==> config.mk <==
export PLATFORM = sky130hd
export DESIGN_NAME = rv32s_ctrl
export DESIGN_NICKNAME = d
export VERILOG_FILES = /design/src/hw/rtl/rv32s_pkg.sv /design/src/hw/rtl/rv32s_ctrl.sv
export VERILOG_INCLUDE_DIRS = /design/src /design/src/hw/rtl
export SDC_FILE = /design/constraint.sdc
export NUM_CORES = 1
export LEC_CHECK = 0
export ABC_AREA = 1
export BUFFER_PORTS_ARGS = -buffer_cell sky130_fd_sc_hd__buf_2
export CORE_AREA = 2 2 39 41
export DETAILED_ROUTE_END_ITERATION = 8
export DIE_AREA = 0 0 41 43
export GPL_ROUTABILITY_DRIVEN = 0
export GPL_TIMING_DRIVEN = 0
export PLACE_DENSITY = 0.53
export SYNTH_ARGS = -nofsm -noshare
export SYNTH_HDL_FRONTEND = slang
export SYNTH_SLANG_ARGS = --single-unit
==> constraint.sdc <==
create_clock -name i_clk -period 0.84 [get_ports i_clk]
set_input_delay 0 -clock i_clk [delete_from_list [all_inputs] [get_ports i_clk]]
set_output_delay 0 -clock i_clk [all_outputs]
set_load 0.01 [all_outputs]
==> src/hw/rtl/rv32i_instruction_step_defines.svh <==
// ---------------------------------------------------------------------------
// rv32i instruction step: assertion macros
// shared property templates for the controller checks
// ---------------------------------------------------------------------------
`ifndef RV32I_INSTRUCTION_STEP_DEFINES_SVH
`define RV32I_INSTRUCTION_STEP_DEFINES_SVH

// same-cycle implication
`define RV32S_ASSERT_HOLDS(label, clk, rst_n, ante, cons, msg) \
    label: assert property (@(posedge clk) disable iff (!rst_n) (ante) |-> (cons)) \
        else $error(msg);

// next-cycle implication
`define RV32S_ASSERT_NEXT(label, clk, rst_n, ante, cons, msg) \
    label: assert property (@(posedge clk) disable iff (!rst_n) (ante) |=> (cons)) \
        else $error(msg);

`endif

==> src/hw/rtl/rv32s_pkg.sv <==
// ---------------------------------------------------------------------------
// rv32s_pkg
// shared constants, types and functions of the rv32i instruction step block
// ---------------------------------------------------------------------------
package rv32s_pkg;

    localparam int DEF_MEM_ADDR_BITS = 16;

    // commands
    localparam logic [2:0] CMD_STEP  = 3'd0;
    localparam logic [2:0] CMD_SETPC = 3'd1;
    localparam logic [2:0] CMD_WRREG = 3'd2;
    localparam logic [2:0] CMD_RDREG = 3'd3;
    localparam logic [2:0] CMD_WRMEM = 3'd4;
    localparam logic [2:0] CMD_RDMEM = 3'd5;

    // opcodes
    localparam logic [6:0] OPC_OP     = 7'h33;
    localparam logic [6:0] OPC_OPIMM  = 7'h13;
    localparam logic [6:0] OPC_LUI    = 7'h37;
    localparam logic [6:0] OPC_AUIPC  = 7'h17;
    localparam logic [6:0] OPC_LOAD   = 7'h03;
    localparam logic [6:0] OPC_STORE  = 7'h23;
    localparam logic [6:0] OPC_BRANCH = 7'h63;
    localparam logic [6:0] OPC_JAL    = 7'h6F;
    localparam logic [6:0] OPC_JALR   = 7'h67;

    // alu codes: alternate bit on top of funct3
    localparam logic [3:0] ALU_ADD  = 4'h0;
    localparam logic [3:0] ALU_SUB  = 4'h8;
    localparam logic [3:0] ALU_SLL  = 4'h1;
    localparam logic [3:0] ALU_SLT  = 4'h2;
    localparam logic [3:0] ALU_LTU  = 4'h3;
    localparam logic [3:0] ALU_XOR  = 4'h4;
    localparam logic [3:0] ALU_SRL  = 4'h5;
    localparam logic [3:0] ALU_SRA  = 4'hD;
    localparam logic [3:0] ALU_OR   = 4'h6;
    localparam logic [3:0] ALU_AND  = 4'h7;

    // funct3 values that matter for the immediate shift forms
    localparam logic [2:0] F3_SLL = 3'd1;
    localparam logic [2:0] F3_SRL = 3'd5;

    // branch conditions
    localparam logic [2:0] BR_EQ  = 3'd0;
    localparam logic [2:0] BR_NE  = 3'd1;
    localparam logic [2:0] BR_LT  = 3'd4;
    localparam logic [2:0] BR_GE  = 3'd5;
    localparam logic [2:0] BR_LTU = 3'd6;
    localparam logic [2:0] BR_GEU = 3'd7;

    // access widths
    localparam logic [2:0] W_BYTE  = 3'd0;
    localparam logic [2:0] W_HALF  = 3'd1;
    localparam logic [2:0] W_WORD  = 3'd2;
    localparam logic [2:0] W_BYTEU = 3'd4;
    localparam logic [2:0] W_HALFU = 3'd5;

    typedef struct packed {
        logic clear;
        logic accept;
        logic exec;
        logic mem_op;
        logic finish;
    } t_ctrl_cmd;

    typedef struct packed {
        logic clear_done;
        logic mem_item;
        logic out_free;
    } t_ctrl_sts;

    function automatic logic [31:0] alu_op(input logic [31:0] a, input logic [31:0] b,
                                           input logic [3:0] code);
        logic [4:0] sh;
        logic [31:0] res;
        sh = b[4:0];
        unique case (code)
            ALU_ADD:  res = a + b;
            ALU_SUB:  res = a - b;
            ALU_SLL:  res = a << sh;
            ALU_SLT:  res = {31'd0, $signed(a) < $signed(b)};
            ALU_LTU:  res = {31'd0, a < b};
            ALU_XOR:  res = a ^ b;
            ALU_SRL:  res = a >> sh;
            ALU_SRA:  res = $unsigned($signed(a) >>> sh);
            ALU_OR:   res = a | b;
            ALU_AND:  res = a & b;
            default:  res = 32'd0;
        endcase
        return res;
    endfunction

    function automatic logic branch_taken(input logic [31:0] a, input logic [31:0] b,
                                          input logic [2:0] f3);
        logic t;
        unique case (f3)
            BR_EQ:   t = (a == b);
            BR_NE:   t = (a != b);
            BR_LT:   t = ($signed(a) < $signed(b));
            BR_GE:   t = !($signed(a) < $signed(b));
            BR_LTU:  t = (a < b);
            BR_GEU:  t = (a >= b);
            default: t = 1'b0;
        endcase
        return t;
    endfunction

    // bytes written by a store: only the two half widths move two bytes
    function automatic logic [2:0] width_bytes(input logic [2:0] w);
        logic [2:0] n;
        if (w == W_WORD) begin
            n = 3'd4;
        end else if (w == W_HALF || w == W_HALFU) begin
            n = 3'd2;
        end else begin
            n = 3'd1;
        end
        return n;
    endfunction

    function automatic logic [31:0] load_format(input logic [31:0] raw, input logic [2:0] w);
        logic [31:0] v;
        if (w == W_BYTE) begin
            v = {{24{raw[7]}}, raw[7:0]};
        end else if (w == W_BYTEU) begin
            v = {24'd0, raw[7:0]};
        end else if (w == W_WORD) begin
            v = raw;
        end else if (w == W_HALF) begin
            v = {{16{raw[15]}}, raw[15:0]};
        end else begin
            v = {16'd0, raw[15:0]};
        end
        return v;
    endfunction

endpackage

==> src/hw/rtl/rv32s_ctrl.sv <==
// ---------------------------------------------------------------------------
// rv32s_ctrl
// sequencer: memory clearing, accept, execute, memory access, writeback
// ---------------------------------------------------------------------------
`include "rv32i_instruction_step_defines.svh"

module rv32s_ctrl (
    input  logic                 i_clk,
    input  logic                 i_rst_n,
    input  logic                 i_in_valid,
    output logic                 o_in_ready,
    input  rv32s_pkg::t_ctrl_sts i_sts,
    output rv32s_pkg::t_ctrl_cmd o_cmd
);
    import rv32s_pkg::*;

    typedef enum logic [4:0] {
        S_CLEAR = 5'b00001,
        S_IDLE  = 5'b00010,
        S_EXEC  = 5'b00100,
        S_MEM   = 5'b01000,
        S_DONE  = 5'b10000
    } t_state;

    t_state r_state;
    t_state n_state;

    always_comb begin
        n_state = r_state;
        unique case (r_state)
            S_CLEAR: if (i_sts.clear_done) n_state = S_IDLE;
            S_IDLE:  if (i_in_valid) n_state = S_EXEC;
            S_EXEC:  n_state = i_sts.mem_item ? S_MEM : S_DONE;
            S_MEM:   n_state = S_DONE;
            S_DONE:  if (i_sts.out_free) n_state = S_IDLE;
            default: n_state = S_CLEAR;
        endcase
    end

    always_ff @(posedge i_clk) begin
        if (!i_rst_n) begin
            r_state <= S_CLEAR;
        end else begin
            r_state <= n_state;
        end
    end

    assign o_in_ready    = (r_state == S_IDLE);
    assign o_cmd.clear   = (r_state == S_CLEAR);
    assign o_cmd.accept  = (r_state == S_IDLE) && i_in_valid;
    assign o_cmd.exec    = (r_state == S_EXEC);
    assign o_cmd.mem_op  = (r_state == S_MEM);
    assign o_cmd.finish  = (r_state == S_DONE) && i_sts.out_free;

    `RV32S_ASSERT_NEXT(a_accept_to_exec, i_clk, i_rst_n, r_state == S_IDLE && i_in_valid, r_state == S_EXEC, "accepted transaction did not move to execute")
    `RV32S_ASSERT_NEXT(a_done_holds, i_clk, i_rst_n, r_state == S_DONE && !i_sts.out_free, r_state == S_DONE, "result dropped while output register busy")
    `RV32S_ASSERT_HOLDS(a_mem_only_mem_item, i_clk, i_rst_n, r_state == S_MEM, i_sts.mem_item, "memory access for a non-memory transaction")
    `RV32S_ASSERT_NEXT(a_clear_runs, i_clk, i_rst_n, r_state == S_CLEAR && !i_sts.clear_done, r_state == S_CLEAR, "clearing pass left early")

endmodule

# Yosys cells after proc, flatten, opt, wreduce, memory -nomap -nowiden
# Index checks and enable logic that the tools add are counted.
# word_totals
regBits	5
in_bits	6
out_inout_bits	6
word_cells	17
# classes
eq_ne	8
mux	5
reduce_logical	3
# op_table
cell	count
5-bit case mux with 5 select lines	1
5-bit 2-to-1 mux	4
2-bit inequality test (second input constant)	3
5-bit by 1-bit equality test with 1-bit output (second input constant)	1
5-bit by 2-bit equality test with 1-bit output (second input constant)	1
5-bit by 3-bit equality test with 1-bit output (second input constant)	1
5-bit by 4-bit equality test with 1-bit output (second input constant)	1
5-bit equality test (second input constant)	1
3-bit AND reduction	1
1-bit logical AND	2

# Logic depth before layout (Yosys ltp)
# logic_depth
word_depth	3
ltp_mapped	8
ltp_nobuf	8

# Least setup slack after synthesis
# No wires, ideal clock.
# synth_path
path_type	register to register
start	register r_state[1]
end	register r_state[4]
setup_time_ns	0.056
t_arrival_ns	0.852
required_ns	0.784
path_slack_ns	-0.068
path_stages_with_launch	8
n_path_buf	0
synth_period_minus_slack_ns	0.908
path_cell_list	dfxtp_1 > nor2_2 > nand3_2 > inv_2 > nand2_1 > nand3_1 > nand2_1 > inv_1
# synth_rtl
item	line	source
from (decl)	rv32s_ctrl.sv:25	t_state r_state;
from (signal assigned)	rv32s_ctrl.sv:44	r_state <= n_state;

==> results.txt <==
The flow ran to the end, but the final reports show violations. The final reports fail on negative setup slack. The number of H-tree levels is 1.

The largest fanout on the critical path came out at 4. The number of cells on the worst reg-to-reg path came out at 5. The placeable core region came out at 1384 sq um. The number of antenna violations at the first check in global routing came out at 0. The initial core utilization is 21.97%.

Clock tree synthesis selected as its root buffer the cell clkbuf_4. The number of enable-type register cells in the synthesized netlist is 0. The die footprint is 1763 sq um. The type of origin of the critical path is a flop. 12 I/O pins were placed.

The setup TNS is -1880 ps. The cell class contributing the biggest share of worst-path delay is flip-flops. The post-synthesis sequential element count is 5.

For the final database, setup skew stands at 0.7370 ps. The worst register-to-register path has a setup slack of -200 ps. The latest clock arrival within the worst-skew pair is 240 ps. Including well taps, the total number of placed cells is 74.

The endpoint of the most critical register-to-register path is r_state[0]$_SDFFE_PN1P_. The die outline height is 43 um. Ranked by flip-flop count, first place goes to r_state. The total detailed-routing wirelength came out at 719 um. The number of nets in the synthesized netlist came out at 53.

The floorplan step set the die width to 41 um. In the post-synthesis netlist, the biggest area contributors are dfxtp_1, inv_1, nand3_1. The number of buffers on the longest clock path is 2. The path with the worst hold slack has its endpoint at r_state[2]$_SDFFE_PN0P_.

The number of inserted filler cells in the final layout came out at 161. The number of instances on the worst hold path came out at 3. The proportion of power drawn by combinational gates is 29.4%.

The switching portion of total power came out at 31.96%. For this run, asynchronously set or reset flops after synthesis account for 0%. In this run the number of cells on the critical path is 4. The final count of pins violating max slew is 0. The tightest min-delay check is of the in -> reg type. The number of global-route vias before repair is 344. The share of the yosys chip area belonging to registers is 32.92%. Headroom to the max-slew limit came out at 88.68%. The total number of vias is 347.

The area added between synthesis and finish is 71.19%. The total setup violations reported at the end of the flow came out at 11. The post-synthesis instance area came out at 304.0 sq um. For this run, the total global-route usage over all layers was measured as 11.03%. In the routed layout, each cell is associated on average with a via count of 4.131. The switching power of the nets is 0.0002604 W. Yosys instantiated no cell more often than inv_1. In the routed design, unresolved DRC markers number 0. Cells fill 37.61% of the core in the end.

The largest total area in the synthesized netlist belongs to dfxtp_1. The final net count came out at 75. The sum of net half-perimeters after detailed placement is 534.7 um. A synthesized cell averages 6.469 sq um. The clock network fraction of design power is 32.9%. After synthesis, the largest area contributor takes up 32.92% of total cell area. The maximum number of pins on one net before global-route repair came out at 7. The measured slew at the worst slew-check pin came out at 169.3 ps. In this run the most critical hold path is launched from i_in_valid. The instance count of the mapped netlist is 47.

Once layout is complete, the cells apart from fillers number 84. The number of distinct standard cells referenced by the synthesized netlist came out at 12. The predominant post-synthesis flop cell is dfxtp_1. The worst register-to-register path begins at r_state[1]$_SDFFE_PN0P_. Data arrives at the worst endpoint at 1070 ps. The register with the most flip-flops in the layout has 5 of them. The number of buffers added by the clock tree synthesis step came out at 3. The number of port buffers came out at 11. In the synthesized netlist, the cells that appear most often are inv_1, nand3_1, dfxtp_1, nor2_1.

Setup repair after global routing could not meet its margin everywhere. Once placement finished, the instance area stood at 389.1 sq um. The post-layout instance area is 520.5 sq um.

Power spread over the standard cell area amounts to 1565 nW/um^2. The CTS tree is built. The part of the total power dissipated in sequential elements came out at 37.7%. The worst-case IR drop observed on VDD is 0.0007314 V. The count of routing violations after the opening detailed-route iteration came out at 3. The number of placement rows came out at 14. The fmax is 0.9381 GHz. The post-route minimum period is 1066 ps.

The clock sink total came out at 5. The number of nets with antenna violations after detailed routing is 0. The number of hold violations in the final report is 0. During synthesis, Yosys emitted a total of 0 warnings. The endpoint required time on the critical path is 840 ps. Cell internal power was estimated by the tool at 0.0005544 W.

The critical path endpoint category is a primary output. The largest stage delay on the critical path is 350 ps. The first TritonRoute pass finished after 2 iterations.

The largest registers in the layout are r_state (5). Together, buffers and inverters on the worst path number 2. The leakage component of the power came out at 0.2958 nW.

The count of max-cap constraint violations is 0. The number of antenna diodes in the final layout is 0. The first global-routing pass estimated 1.297 mm of wire. The sum of overflow across all layers after global routing is 0. The kind of critical path is reg -> out.

In the final routed layout, each cell accounts on average for 8.560 um. The share of final-layout standard cells stronger than drive strength 1 came out at 61.76%. The slowest stage of the critical path is the dfxtp_4 cell.

Traced cell by cell, the critical path runs through nor2_4, nand4_1, inv_1, buf_2. The period utilization is 126.9%. Clock-pin slew was measured on the worst setup and hold paths at 40 ps.

The final worst setup slack is -226.0 ps.
-- worst max-delay path by stage --
| stage | end | slack [ps] | from |
|---|---|---|---|
| global placement | r_state[0]$_SDFFE_PN1P_ | -140 | r_state[1]$_SDFFE_PN0P_ |
| finish | o_cmd[1] | -230 | r_state[1]$_SDFFE_PN0P_ |
| global route | o_cmd[0] | -300 | r_state[2]$_SDFFE_PN0P_ |
| floorplan | r_state[4]$_SDFFE_PN0P_ | -30 | r_state[2]$_SDFFE_PN0P_ |
| detailed placement | r_state[0]$_SDFFE_PN1P_ | -150 | r_state[1]$_SDFFE_PN0P_ |
| CTS | o_cmd[3] | -240 | r_state[2]$_SDFFE_PN0P_ |
-- power groups by stage --
stage / registers (W) / clock network (W) / logic, W
after floorplan: 0.000294 / 0 / 0.000137
after global placement: 0.000296 / 0 / 0.000189
after detailed placement: 0.000297 / 0 / 0.000193
after CTS: 0.000306 / 0.000284 / 0.000225
after global routing: 0.000311 / 0.000294 / 0.000275
final: 0.000307 / 0.000268 / 0.000239
-- per-layer routing --
metal / vias to the layer above / GRT usage (%) / share of wire [%]
met2: 7 / 15.31 / 48
met3: 2 / 1.571 / 4.0
met1: 149 / 13.78 / 46
met5: - / 0 / 0
li1: 189 / - / -
met4: 0 / 10.00 / 1.4
-- layout by cell type, fill, tap and decap left out, drive strengths merged --
master       Yosys  final
buf              0     15
nand2            4      4
nand4            4      4
nor3             2      2
inv             14     14
nand3            8      8
dfxtp            5      5
clkbuf           0      4
o21bai           1      1
nor2             9      9
dlygate4sd3      0      2
-- logic make-up (layout without fill, tap and decap cells) --
kind of cell | after synthesis | count (layout) | synth area share, %
simple gates | 27 | 27 | 47.32
buf+inv | 14 | 35 | 17.28
flops | 5 | 5 | 32.92
compound gates | 1 | 1 | 2.470
-- through the flow --
| step | hold slack [ps] | setup WS, ps | total power (W) |
|---|---|---|---|
| finish | 40.90 | -226.0 | 0.0008148 |
| global route | 79.18 | -299.8 | 0.0008790 |
| CTS | 29.60 | -235.8 | 0.0008145 |
| detailed placement | 233.2 | -150.7 | 0.0004900 |
| global placement | 231.2 | -140.7 | 0.0004852 |
| floorplan | 97.63 | -27.68 | 0.0004312 |
-- repair_timing --
action	CTS	global route
endpoints found under the hold margin	2	0
resized for setup	11	5
hold buffers	2	0
setup buffers	3	1
setup endpoints to repair	10	11
pin swaps	7	1
-- area by class of cell --
cell class | count | area, sq um | area share, %
multi-input combinational | 28 | 196.4 | 37.74
tap | 16 | 20.02 | 3.846
clock buffer | 4 | 26.28 | 5.048
sequential | 5 | 110.1 | 21.15
inverter | 14 | 52.55 | 10.10
timing repair buffer | 17 | 115.1 | 22.12
-- worst min-delay path: cells and delay by family --
kind          cells  cell delay (ps)
buf+inv           2              180
simple gates      1               50
(Power assumes the default switching activity.)
